**src/hw/rtl/fbfla_pkg.sv**
```systemverilog
package fbfla_pkg;

    // Field and register widths fixed by the interface
    localparam int KIND_W    = 1;
    localparam int OFF_W     = 20;
    localparam int SIZE_W    = 13;
    localparam int CNT_W     = 9;
    localparam int IDX_OUT_W = 8;
    localparam int VER_OUT_W = 16;
    localparam int STATUS_W  = 2;
    localparam int REG_IDX_W = 1;

    // Bytes of header ahead of each block's user data
    localparam int HDR_BYTES = 8;

    // Block size saturation bounds
    localparam logic [SIZE_W-1:0] SIZE_MIN = 13'd16;
    localparam logic [SIZE_W-1:0] SIZE_MAX = 13'd4096;

    // Reset values of the configuration registers
    localparam logic [SIZE_W-1:0] BLOCK_BYTES_RST = 13'd16;
    localparam logic [CNT_W-1:0]  BLOCK_COUNT_RST = 9'd256;

    // Configuration register indexes
    localparam logic [REG_IDX_W-1:0] REG_BLOCK_BYTES = 1'b0;
    localparam logic [REG_IDX_W-1:0] REG_BLOCK_COUNT = 1'b1;

    // Operation kinds
    localparam logic [KIND_W-1:0] KIND_ALLOC = 1'b0;
    localparam logic [KIND_W-1:0] KIND_FREE  = 1'b1;

    // Result status codes
    typedef enum logic [STATUS_W-1:0] {
        ST_OK        = 2'd0,
        ST_EMPTY     = 2'd1,
        ST_BAD_ADDR  = 2'd2,
        ST_NOT_ALLOC = 2'd3
    } t_status;

    // Controller states
    typedef enum logic [2:0] {
        S_IDLE,
        S_MUL,
        S_CHK,
        S_DIV,
        S_RD,
        S_ALOC,
        S_FREE,
        S_DONE
    } t_state;

    // Controller to datapath commands
    typedef struct packed {
        logic take_in;
        logic mul;
        logic pend_empty;
        logic pend_bad;
        logic pend_notalloc;
        logic div_start;
        logic div_step;
        logic rd_free;
        logic do_alloc;
        logic do_free;
        logic load_out;
    } t_cmd;

    // Datapath to controller status
    typedef struct packed {
        logic kind_free;
        logic empty;
        logic addr_bad;
        logic div_last;
        logic rem_zero;
        logic blk_alloc;
    } t_sts;

endpackage

```
**src/hw/rtl/fixed_block_free_list_allocator_unit.sv**
```systemverilog
// Fixed-size block pool allocator with an index-linked free list. Words are
// handled one at a time: an allocate is accepted, then steps through the
// multiply, the link store read/update and the result load, skipping the
// link store when the pool is empty. A free that passes the range check is
// resolved by the restoring divider, one quotient bit per cycle from
// (offset - header) / block size; an offset off a block boundary skips the
// link store update, and one below the header or past the last block skips
// the divider. The input is ready again the cycle after the result is loaded
// into the output register, so a pending result does not block the next word.
// No clearing pass is needed after reset: a fill mark makes never-touched
// link entries read as index + 1 and their allocated flag as clear.
// Configuration is to be written only while the block is idle, which the
// block itself does not enforce; the config port is always ready.
module fixed_block_free_list_allocator_unit #(
    parameter int MAX_BLOCKS   = 256,
    parameter int VERSION_BITS = 16
) (
    input  logic                                 i_clk,
    input  logic                                 i_rst_n,
    // configuration writes
    input  logic                                 i_cfg_valid,
    output logic                                 o_cfg_ready,
    input  logic [fbfla_pkg::REG_IDX_W-1:0]      i_cfg_index,
    input  logic [fbfla_pkg::SIZE_W-1:0]         i_cfg_data,
    // request words
    input  logic                                 i_in_valid,
    output logic                                 o_in_ready,
    input  logic [fbfla_pkg::KIND_W-1:0]         i_kind,
    input  logic [fbfla_pkg::OFF_W-1:0]          i_user_offset,
    // result words
    output logic                                 o_out_valid,
    input  logic                                 i_out_ready,
    output logic [fbfla_pkg::STATUS_W-1:0]       o_status,
    output logic [fbfla_pkg::IDX_OUT_W-1:0]      o_block_index,
    output logic [fbfla_pkg::OFF_W-1:0]          o_data_offset,
    output logic [fbfla_pkg::CNT_W-1:0]          o_avail_blocks,
    output logic [fbfla_pkg::VER_OUT_W-1:0]      o_head_version
);
    import fbfla_pkg::*;

    t_cmd cmd;
    t_sts sts;

    assign o_cfg_ready = 1'b1;

    fbfla_ctrl u_ctrl (
        .i_clk       (i_clk),
        .i_rst_n     (i_rst_n),
        .i_in_valid  (i_in_valid),
        .o_in_ready  (o_in_ready),
        .o_out_valid (o_out_valid),
        .i_out_ready (i_out_ready),
        .i_sts       (sts),
        .o_cmd       (cmd)
    );

    fbfla_dpath #(
        .MAX_BLOCKS   (MAX_BLOCKS),
        .VERSION_BITS (VERSION_BITS)
    ) u_dpath (
        .i_clk          (i_clk),
        .i_rst_n        (i_rst_n),
        .i_cfg_valid    (i_cfg_valid),
        .i_cfg_index    (i_cfg_index),
        .i_cfg_data     (i_cfg_data),
        .i_kind         (i_kind),
        .i_user_offset  (i_user_offset),
        .i_cmd          (cmd),
        .o_sts          (sts),
        .o_status       (o_status),
        .o_block_index  (o_block_index),
        .o_data_offset  (o_data_offset),
        .o_avail_blocks (o_avail_blocks),
        .o_head_version (o_head_version)
    );

endmodule

```
**src/hw/rtl/fbfla_ram.sv**
```systemverilog
module fbfla_ram #(
    parameter int P_WIDTH = 8,
    parameter int P_DEPTH = 256
) (
    input  logic                                        i_clk,
    input  logic                                        i_wr_en,
    input  logic [((P_DEPTH > 1) ? $clog2(P_DEPTH) : 1)-1:0] i_wr_addr,
    input  logic [P_WIDTH-1:0]                          i_wr_data,
    input  logic [((P_DEPTH > 1) ? $clog2(P_DEPTH) : 1)-1:0] i_rd_addr,
    output logic [P_WIDTH-1:0]                          o_rd_data
);

    logic [P_WIDTH-1:0] r_mem [P_DEPTH];
    logic [P_WIDTH-1:0] r_rd_data;

    // One write port, one registered read port
    always_ff @(posedge i_clk) begin
        if (i_wr_en) begin
            r_mem[i_wr_addr] <= i_wr_data;
        end
        r_rd_data <= r_mem[i_rd_addr];
    end

    assign o_rd_data = r_rd_data;

endmodule

```
**src/hw/rtl/fbfla_dpath.sv**
```systemverilog
module fbfla_dpath #(
    parameter int MAX_BLOCKS   = 256,
    parameter int VERSION_BITS = 16
) (
    input  logic                                 i_clk,
    input  logic                                 i_rst_n,
    input  logic                                 i_cfg_valid,
    input  logic [fbfla_pkg::REG_IDX_W-1:0]      i_cfg_index,
    input  logic [fbfla_pkg::SIZE_W-1:0]         i_cfg_data,
    input  logic [fbfla_pkg::KIND_W-1:0]         i_kind,
    input  logic [fbfla_pkg::OFF_W-1:0]          i_user_offset,
    input  fbfla_pkg::t_cmd                      i_cmd,
    output fbfla_pkg::t_sts                      o_sts,
    output logic [fbfla_pkg::STATUS_W-1:0]       o_status,
    output logic [fbfla_pkg::IDX_OUT_W-1:0]      o_block_index,
    output logic [fbfla_pkg::OFF_W-1:0]          o_data_offset,
    output logic [fbfla_pkg::CNT_W-1:0]          o_avail_blocks,
    output logic [fbfla_pkg::VER_OUT_W-1:0]      o_head_version
);
    import fbfla_pkg::*;

    // Block index, list link and product widths
    localparam int IW = (MAX_BLOCKS > 1) ? $clog2(MAX_BLOCKS) : 1;
    localparam int LW = $clog2(MAX_BLOCKS + 1);
    localparam int PW = SIZE_W + LW;
    localparam int XW = (PW > OFF_W) ? PW : OFF_W;
    localparam int RW = (SIZE_W + IW > OFF_W) ? SIZE_W + IW : OFF_W;
    localparam int SW = (IW > 1) ? $clog2(IW) : 1;
    localparam int MW = LW + 1;

    // Configuration and list state
    logic [SIZE_W-1:0]       r_blk_bytes;
    logic [CNT_W-1:0]        r_blk_count;
    logic [LW-1:0]           r_head;
    logic [LW-1:0]           r_fill;
    logic [LW-1:0]           r_used;
    logic [VERSION_BITS-1:0] r_tag;

    // Per-word working registers
    logic [KIND_W-1:0]       r_kind;
    logic [OFF_W-1:0]        r_uoff;
    logic [PW-1:0]           r_prod;
    logic [RW-1:0]           r_rem;
    logic [RW-1:0]           r_div;
    logic [IW-1:0]           r_quo;
    logic [SW-1:0]           r_step;
    t_status                 r_res_status;
    logic [IW-1:0]           r_res_idx;
    logic [OFF_W-1:0]        r_res_doff;

    // Output word
    t_status                 r_out_status;
    logic [IDX_OUT_W-1:0]    r_out_idx;
    logic [OFF_W-1:0]        r_out_doff;
    logic [CNT_W-1:0]        r_out_free;
    logic [VER_OUT_W-1:0]    r_out_ver;

    logic [SIZE_W-1:0]       size_al;
    logic [SIZE_W-1:0]       eff_size;
    logic [31:0]             cnt_sat;
    logic [LW-1:0]           eff_cnt;
    logic [LW-1:0]           mul_b;
    logic [OFF_W-1:0]        internal;
    logic                    below_hdr;
    logic                    over_end;
    logic                    div_ge;
    logic                    fresh;
    logic [LW-1:0]           link_next;
    logic [XW-1:0]           doff_calc;
    logic [LW-1:0]           free_blks;
    logic                    ram_we;
    logic [IW-1:0]           ram_waddr;
    logic [MW-1:0]           ram_wdata;
    logic [IW-1:0]           ram_raddr;
    logic [MW-1:0]           ram_rdata;

    // Effective block size: 8-aligned, saturated to 16..4096
    always_comb begin
        size_al = {r_blk_bytes[SIZE_W-1:3], 3'b000};
        if (size_al < SIZE_MIN) begin
            eff_size = SIZE_MIN;
        end else if (size_al > SIZE_MAX) begin
            eff_size = SIZE_MAX;
        end else begin
            eff_size = size_al;
        end
    end

    // Effective block count: saturated to 1..MAX_BLOCKS
    always_comb begin
        cnt_sat = 32'(r_blk_count);
        if (r_blk_count == '0) begin
            cnt_sat = 32'd1;
        end else if (cnt_sat > 32'(MAX_BLOCKS)) begin
            cnt_sat = 32'(MAX_BLOCKS);
        end
        eff_cnt = cnt_sat[LW-1:0];
    end

    // Address checks against the registered size * count product
    assign mul_b     = (r_kind == KIND_FREE) ? eff_cnt : r_head;
    assign internal  = r_uoff - OFF_W'(HDR_BYTES);
    assign below_hdr = r_uoff < OFF_W'(HDR_BYTES);
    assign over_end  = XW'(internal) >= XW'(r_prod);
    assign doff_calc = XW'(r_prod) + XW'(HDR_BYTES);
    assign div_ge    = r_rem >= r_div;

    // Entries at or past the fill mark were never written: link i reads i+1
    assign fresh     = r_head >= r_fill;
    assign link_next = fresh ? r_head + LW'(1) : ram_rdata[LW-1:0];

    assign free_blks = (eff_cnt > r_used) ? eff_cnt - r_used : '0;

    always_comb begin
        o_sts.kind_free = (r_kind == KIND_FREE);
        o_sts.empty     = r_head >= eff_cnt;
        o_sts.addr_bad  = below_hdr | over_end;
        o_sts.div_last  = (r_step == '0);
        o_sts.rem_zero  = (r_rem == '0);
        o_sts.blk_alloc = (LW'(r_quo) < r_fill) & ram_rdata[LW];
    end

    // Link/flag store: {allocated, link}
    assign ram_we    = i_cmd.do_alloc | i_cmd.do_free;
    assign ram_waddr = i_cmd.do_free ? r_quo : r_head[IW-1:0];
    assign ram_wdata = i_cmd.do_free ? {1'b0, r_head} : {1'b1, link_next};
    assign ram_raddr = i_cmd.rd_free ? r_quo : r_head[IW-1:0];

    fbfla_ram #(
        .P_WIDTH (MW),
        .P_DEPTH (MAX_BLOCKS)
    ) u_link_ram (
        .i_clk     (i_clk),
        .i_wr_en   (ram_we),
        .i_wr_addr (ram_waddr),
        .i_wr_data (ram_wdata),
        .i_rd_addr (ram_raddr),
        .o_rd_data (ram_rdata)
    );

    // Configuration and list state
    always_ff @(posedge i_clk) begin
        if (!i_rst_n) begin
            r_blk_bytes <= BLOCK_BYTES_RST;
            r_blk_count <= BLOCK_COUNT_RST;
            r_head      <= '0;
            r_fill      <= '0;
            r_used      <= '0;
            r_tag       <= '0;
        end else begin
            if (i_cfg_valid) begin
                unique case (i_cfg_index)
                    REG_BLOCK_BYTES: r_blk_bytes <= i_cfg_data;
                    REG_BLOCK_COUNT: r_blk_count <= i_cfg_data[CNT_W-1:0];
                    default: ;
                endcase
            end
            if (i_cmd.do_alloc) begin
                r_head <= link_next;
                if (fresh) begin
                    r_fill <= r_fill + LW'(1);
                end
                r_used <= r_used + LW'(1);
                r_tag  <= r_tag + VERSION_BITS'(1);
            end else if (i_cmd.do_free) begin
                r_head <= LW'(r_quo);
                if (r_used != '0) begin
                    r_used <= r_used - LW'(1);
                end
                r_tag  <= r_tag + VERSION_BITS'(1);
            end
        end
    end

    // Working registers, divider and result word
    always_ff @(posedge i_clk) begin
        if (i_cmd.take_in) begin
            r_kind       <= i_kind;
            r_uoff       <= i_user_offset;
            r_res_status <= ST_OK;
            r_res_idx    <= '0;
            r_res_doff   <= '0;
        end
        if (i_cmd.mul) begin
            r_prod <= PW'(eff_size) * PW'(mul_b);
        end
        // restoring divide, one quotient bit a cycle
        if (i_cmd.div_start) begin
            r_rem  <= RW'(internal);
            r_div  <= RW'(eff_size) << (IW - 1);
            r_quo  <= '0;
            r_step <= SW'(IW - 1);
        end else if (i_cmd.div_step) begin
            if (div_ge) begin
                r_rem <= r_rem - r_div;
            end
            r_div  <= r_div >> 1;
            r_quo  <= (r_quo << 1) | IW'(div_ge);
            r_step <= r_step - SW'(1);
        end
        if (i_cmd.pend_empty) begin
            r_res_status <= ST_EMPTY;
        end else if (i_cmd.pend_bad) begin
            r_res_status <= ST_BAD_ADDR;
        end else if (i_cmd.pend_notalloc) begin
            r_res_status <= ST_NOT_ALLOC;
        end
        if (i_cmd.do_alloc) begin
            r_res_idx  <= r_head[IW-1:0];
            r_res_doff <= doff_calc[OFF_W-1:0];
        end else if (i_cmd.do_free) begin
            r_res_idx  <= r_quo;
            r_res_doff <= r_uoff;
        end
        if (i_cmd.load_out) begin
            r_out_status <= r_res_status;
            r_out_idx    <= IDX_OUT_W'(r_res_idx);
            r_out_doff   <= r_res_doff;
            r_out_free   <= CNT_W'(free_blks);
            r_out_ver    <= r_tag[VER_OUT_W-1:0];
        end
    end

    assign o_status       = r_out_status;
    assign o_block_index  = r_out_idx;
    assign o_data_offset  = r_out_doff;
    assign o_avail_blocks = r_out_free;
    assign o_head_version = r_out_ver;

endmodule

```
**src/hw/rtl/fbfla_ctrl.sv**
```systemverilog
module fbfla_ctrl (
    input  logic            i_clk,
    input  logic            i_rst_n,
    input  logic            i_in_valid,
    output logic            o_in_ready,
    output logic            o_out_valid,
    input  logic            i_out_ready,
    input  fbfla_pkg::t_sts i_sts,
    output fbfla_pkg::t_cmd o_cmd
);
    import fbfla_pkg::*;

    t_state r_state;
    t_state n_state;
    logic   r_out_valid;
    logic   n_out_valid;
    logic   slot_free;

    assign slot_free = !r_out_valid || i_out_ready;

    // Next state
    always_comb begin
        n_state = r_state;
        unique case (r_state)
            S_IDLE: begin
                if (i_in_valid) begin
                    n_state = S_MUL;
                end
            end
            S_MUL: begin
                if (i_sts.kind_free) begin
                    n_state = S_CHK;
                end else if (i_sts.empty) begin
                    n_state = S_DONE;
                end else begin
                    n_state = S_ALOC;
                end
            end
            S_CHK: begin
                n_state = i_sts.addr_bad ? S_DONE : S_DIV;
            end
            S_DIV: begin
                if (i_sts.div_last) begin
                    n_state = S_RD;
                end
            end
            S_RD: begin
                n_state = i_sts.rem_zero ? S_FREE : S_DONE;
            end
            S_ALOC: begin
                n_state = S_DONE;
            end
            S_FREE: begin
                n_state = S_DONE;
            end
            S_DONE: begin
                if (slot_free) begin
                    n_state = S_IDLE;
                end
            end
            default: begin
                n_state = S_IDLE;
            end
        endcase
    end

    // Commands
    always_comb begin
        o_cmd = '0;
        unique case (r_state)
            S_IDLE: o_cmd.take_in = i_in_valid;
            S_MUL: begin
                o_cmd.mul        = 1'b1;
                o_cmd.pend_empty = !i_sts.kind_free && i_sts.empty;
            end
            S_CHK: begin
                o_cmd.div_start = !i_sts.addr_bad;
                o_cmd.pend_bad  = i_sts.addr_bad;
            end
            S_DIV: o_cmd.div_step = 1'b1;
            S_RD: begin
                o_cmd.rd_free  = 1'b1;
                o_cmd.pend_bad = !i_sts.rem_zero;
            end
            S_ALOC: o_cmd.do_alloc = 1'b1;
            S_FREE: begin
                o_cmd.do_free       = i_sts.blk_alloc;
                o_cmd.pend_notalloc = !i_sts.blk_alloc;
            end
            S_DONE: o_cmd.load_out = slot_free;
            default: ;
        endcase
    end

    assign n_out_valid = o_cmd.load_out || (r_out_valid && !i_out_ready);
    assign o_in_ready  = (r_state == S_IDLE);
    assign o_out_valid = r_out_valid;

    always_ff @(posedge i_clk) begin
        if (!i_rst_n) begin
            r_state     <= S_IDLE;
            r_out_valid <= 1'b0;
        end else begin
            r_state     <= n_state;
            r_out_valid <= n_out_valid;
        end
    end

endmodule
```
**config.mk**
```make
export PLATFORM = sky130hd
export DESIGN_NAME = fixed_block_free_list_allocator_unit
export DESIGN_NICKNAME = d
export VERILOG_FILES = /design/src/hw/rtl/fbfla_pkg.sv /design/src/hw/rtl/fixed_block_free_list_allocator_unit.sv /design/src/hw/rtl/fbfla_ram.sv /design/src/hw/rtl/fbfla_dpath.sv /design/src/hw/rtl/fbfla_ctrl.sv
export SDC_FILE = /design/constraint.sdc
export NUM_CORES = 2
export LEC_CHECK = 0
export BUFFER_PORTS_ARGS = -buffer_cell sky130_fd_sc_hd__buf_4
export CAP_MARGIN = 15
export CORE_MARGIN = 2
export CORE_UTILIZATION = 30
export CTS_CLUSTER_DIAMETER = 200
export DETAILED_ROUTE_END_ITERATION = 10
export GPL_ROUTABILITY_DRIVEN = 0
export PLACE_DENSITY = 0.5
export SYNTH_ARGS = -nofsm -noshare
export SYNTH_HDL_FRONTEND = slang
export SYNTH_HIERARCHICAL = 1
export SYNTH_SLANG_ARGS = --single-unit
```
**constraint.sdc**
```tcl
create_clock -name i_clk -period 14.8 [get_ports i_clk]
set_input_delay 0 -clock i_clk [delete_from_list [all_inputs] [get_ports i_clk]]
set_output_delay 0 -clock i_clk [all_outputs]
set_load 0.03 [all_outputs]
```
Yosys cells after proc, flatten, opt, wreduce, memory -nomap -nowiden
Memory sizes are Yosys's and may differ from the RTL's. A register that Yosys moved wholly into a read port is not among the register bits.
Index checks and enable logic that the tools add are counted.

word-level totals
  logic and storage cells = 141
  memories = 1
  register bits = 249
  bits in writable memories = 2560

memory list
  name                      words  width  rd ports  clocked after Yosys merged registers in  write ports  RTL line         RTL
  u_dpath.u_link_ram.r_mem  256    10     1         1                                        1            fbfla_ram.sv:13  logic [P_WIDTH-1:0] r_mem [P_DEPTH];

cells by class
  add/subtract/negate cells = 10
  bitwise logic cells = 5
  magnitude comparators = 10
  mux-type cells = 50
  equal/unequal tests = 10
  multipliers = 1
  reductions and logical operators = 29

operators by type and width
  operator               count
  $mux 20                8
  $mux 9                 9
  $mux 8                 5
  $mux 16                2
  $add 9x1->9 const B    3
  $mux 13                2
  $ge 20x22->1           1
  $mul 13x9->22          1
  $ge 21x20->1           1
  $logic_not 21->1       1
  $pmux 3 s7             1
  $sub 21x20->21         1
  $add 20x4->20 const B  1
  $lt 20x4->1 const B    1
  $sub 20x4->20 const B  1
  $ge 9x9->1             2
  $add 16x1->16 const B  1
  $mux 3                 5
  $gt 13x13->1 const B   1
  $lt 13x5->1 const B    1
  $eq 3x3->1 const B     4
  $reduce_and 2->1       6
  $mux 1                 11
  $mux 10                1
  other kinds (26)       45

Logic depth before layout (Yosys ltp)
  depth after elaboration = 7
  mapped depth = 24
  mapped depth without buffers = 24

By module
The synthesis kept the hierarchy.

modules (own cells, without submodules)
  module                                area each (um2)  cells each  times used
  fbfla_ram                             99253.9          4642        1
  fbfla_dpath                           15279.7          1596        1
  fbfla_ctrl                            345.3            50          1
  fixed_block_free_list_allocator_unit  11.3             2           1

Worst setup path after synthesis
No wires, ideal clock.

  kind = flip-flop to flip-flop
  from = register u_dpath.r_fill[1]
  to = memory u_dpath/u_link_ram/r_mem[0][0] (netlist name), data pin
  stages on the path, launching flop included = 14
  path buffers = 2
  arrival = 12385 ps
  required time = 12565 ps
  clock period less this slack = 14619 ps
  setup slack = 181 ps
  cell sequence = dfxtp_1 > inv_1 > ha_1 > a21o_1 > a21o_1 > a21o_1 > a211oi_1 > o21bai_1 > a21oi_1 > o21a_1 > and3_1 > clkbuf_1 > clkbuf_1 > o31ai_1

RTL lines
  element                   RTL line            RTL
  start: declaration        fbfla_dpath.sv:35   logic [LW-1:0] r_fill;
  start signal: assignment  fbfla_dpath.sv:161  r_fill <= r_fill + LW'(1);
  end: declaration          fbfla_ram.sv:13

==> summary.txt <==
Power and ir drop
  – Peak supply drop: roughly 0.12 mV
  – Power, Total: approximately 18 mW
  – PwrDens: approximately 140 nW/µm²
  – Pleak: about 42 nW

Clocking
  – CTS Sinks: 2813
  – Clk root buf: clkbuf_16
  – CTS clk-pin slew, worst paths: 60 ps
  – CTS Hold Bufs: 95
  – H-tree Lvls: 5
  – Total CTS buffers: 302
  – Skew-Pair Late Insertion Delay: 930 ps
  – TritonCTS clock tree: yes
  – Post-CTS Repair Setup Buffers: 0
  – Clock Path Buffers: 4
  – Post-cts sizing count: 0

Yosys
  – Prevailing post-synth register cell: edfxtp_1
  – Mapped Nets: roughly 6500
  – Syn. warnings: 6
  – Post-synth top cells: 2716 x edfxtp_1, 495 x mux4_2, 438 x nor2_1
  – Synth top area share: between 70% and 80%
  – Area leader, netlist: edfxtp_1
  – Seq cells post-synth: ~2800
  – Share of flip-flops with an asynchronous set or reset: 0%
  – Post-Synthesis Cells: roughly 6300
  – Register area share after synthesis: 72.7%
  – Average cell area after synthesis: between 15 and 20 µm²
  – EDFF count, synth: about 2700
  – Synth top area cells: edfxtp_1 71%, mux4_2 9.7%, mux2i_1 2.1%
  – Most common cell in the netlist: edfxtp_1
  – Synth Cell Area: 115000 µm²
  – Cell variety after synth: 83

Detailed routing
  – WL final: 317000 µm
  – Number of detailed-routing iterations run before antenna repair: 6
  – Total number of vias: 61000
  – Post-DRT Antenna Nets: 0
  – Drt drc: 0
  – First DRT Iteration DRCs: 6095
  – Drt wl/cell: between 20 and 30 µm
  – Vias per cell: 5.13

Worst setup path
  – Critical Path RT: around 15000 ps
  – Worst setup SP type: flop
  – Register-to-register setup slack: approximately 7700 ps
  – Crit-path cells: nor3b_2 -> buf_4 -> nand2_1 -> o21ai_4 -> buf_4 -> buf_4 -> buf_4 -> mux4_1 -> a22o_1 -> a221oi_1 -> o22ai_1 -> nor3_1 -> nor4_1
  – Top delay family on crit path: buffers and inverters
  – Worst EP arrival: slightly below 8000 ps
  – Critical path class: reg -> reg
  – Crit-path most repeated cell: buf_4
  – Worst Setup End Kind: flop
  – Worst Path Max Fanout: 42
  – CP peak stage delay: between 900 and 1000 ps
  – Bufs and invs on worst path: 4
  – Slowest library cell on the worst path: nor3_1

Run status
  – Status: completed

Die
  – # IOs: 98
  – CORE AREA: about 380000 µm²
  – Chip width: slightly above 600 µm
  – Initial Utilization: between 30% and 40%
  – Std-Cell Rows: ~230
  – Die area: a little under 400000 µm²
  – Die Y-Extent: 623 µm

Timing
  – Fmax: 0.141 GHz
  – Fin Setup TNS: 0 ps
  – Hold Vio Cnt, Final: 0
  – Setup WS post-layout: a little under 8000 ps
  – Post-layout minimum cycle time: 7110 ps
  – Setup violators final: 0
  – Final period util: between 40 and 50%
  – Max_slew headroom: under 10%
  – RSZ-0062 raised after global routing: false
  – Slew of the pin with the lowest slew margin: 1360 ps
  – Final setup skew: about 72 ps
  – Slew Viols, Final: 0

Global routing
  – Largest net degree at the start of global routing: 194
  – GRT overflow: 0
  – First-pass GRT wire length: 452000 µm
  – Vias in the first global route: approximately 60000
  – Gr usage total: approximately 16%
  – Initial antenna violation count: 18

Cells and area
  – Area grow syn2layout: 15.1%
  – Post-Layout Inst Area: 132000 µm²
  – Nets: 6840
  – Fill cell count: 35900
  – Layout cell share with drive strength beyond 1: 18.2%

Placement
  – Port Buffers: 96
  – Placed cell area: roughly 120000 µm²
  – Setup WS pre-CTS: 7670 ps
  – DP Wirelength: 191000 µm

Job
  – Max_cap viols: 0

Min path
  – Hold Path Class: in -> reg
[worst paths after layout]
kind                                              from                         endpoint  depth (start not counted)
worst min-delay path                           i_rst_n           u_dpath/r_blk_bytes[4]                          3
worst min register to register  u_dpath/r_res_doff[10]        u_dpath/o_data_offset[10]                          0
worst max register to register       u_ctrl/r_state[2]  u_dpath/u_link_ram/o_rd_data[7]                         13
worst max-delay path                 u_ctrl/r_state[2]  u_dpath/u_link_ram/o_rd_data[7]                         13
[layout make-up]
cell class                 count  area (µm²)  area share [%]
inverter                     179         679           0.514
sequential                  2813       83500            63.1
tap                         5038        6300            4.77
antenna                        5        12.5         0.00946
clock buffer                 386        8080            6.11
clock inverter               148        1600            1.21
timing repair buffer         359        3140            2.37
multi-input combinational   2961       29000            21.9
[flip-flops by register name, summed over array words and instances (netlist names), 9 cells and up]
name and flops:
u_dpath/u_link_ram/o_rd_data 10, u_dpath/r_res_doff 20, u_dpath/o_data_offset 20, u_dpath/o_avail_blocks 9
u_dpath/o_head_version 16, u_dpath/r_prod 19, u_dpath/r_rem 21, u_dpath/r_tag 16
u_dpath/r_used 9, u_dpath/r_div 20, u_dpath/r_uoff 20, u_dpath/r_blk_count 9
u_dpath/u_link_ram/r_mem 2560, u_dpath/r_blk_bytes 10, u_dpath/r_head 9, u_dpath/r_fill 9
[report_power, final]
part	switching [mW]	leakage, nW	internal (mW)	total, mW
registers	0.0769	26.4	9.18	9.26
logic	1.21	10.7	0.515	1.72
clock network	3.10	4.73	4.39	7.49
total	4.38	41.8	14.1	18.5
[per-stage QoR]
| step | util [%] | hold slack (ps) | std cells |
|---|---|---|---|
| after detailed placement | 31.8 | 180 | 11200 |
| after global placement | 31.8 | 180 | 11200 |
| after CTS | 34.6 | 0.523 | 11900 |
| after global routing | 34.7 | 69.6 | 11900 |
| after floorplan | - | 98.9 | 6290 |
| final | 34.7 | 80.9 | 11900 |
[cell families after synthesis]
logic type	share of synthesized area (%)
AO/OA/AOI/OAI	4.72
XOR/XNOR	0.770
adder cells (fa/ha/maj)	2.40
buffers and inverters	2.39
flip-flops	72.7
multiplexers	12.8
other	0.00326
AND/OR/NAND/NOR	4.28
[tightest hold or removal path, stage by stage]
cell	delay, ps
dlygate4sd3_1	540
buf_4	230
o211ai_1	120
[metal layers]
layer  GRT usage [%]  vias to the layer above  wire length [µm]
met5               0                        -                13
met2            25.3                     2227            147000
met4            4.94                        2              9680
met3            2.49                      482             21400
li1                -                    25900                 -
met1            22.3                    32300            138000
[cell usage in the layout, fill, tap and decap left out, drive strengths merged, types with 134 or more instances in the layout]
cell / synthesis / final
o21ai: 134 / 134
nand2: 243 / 243
clkbuf: 175 / 387
inv: 177 / 195
mux4: 536 / 536
buf: 162 / 263
edfxtp: 2716 / 2716
a22oi: 192 / 192
mux2i: 240 / 240
nor2: 438 / 438
a21oi: 206 / 206
(Power assumes the default switching activity.)
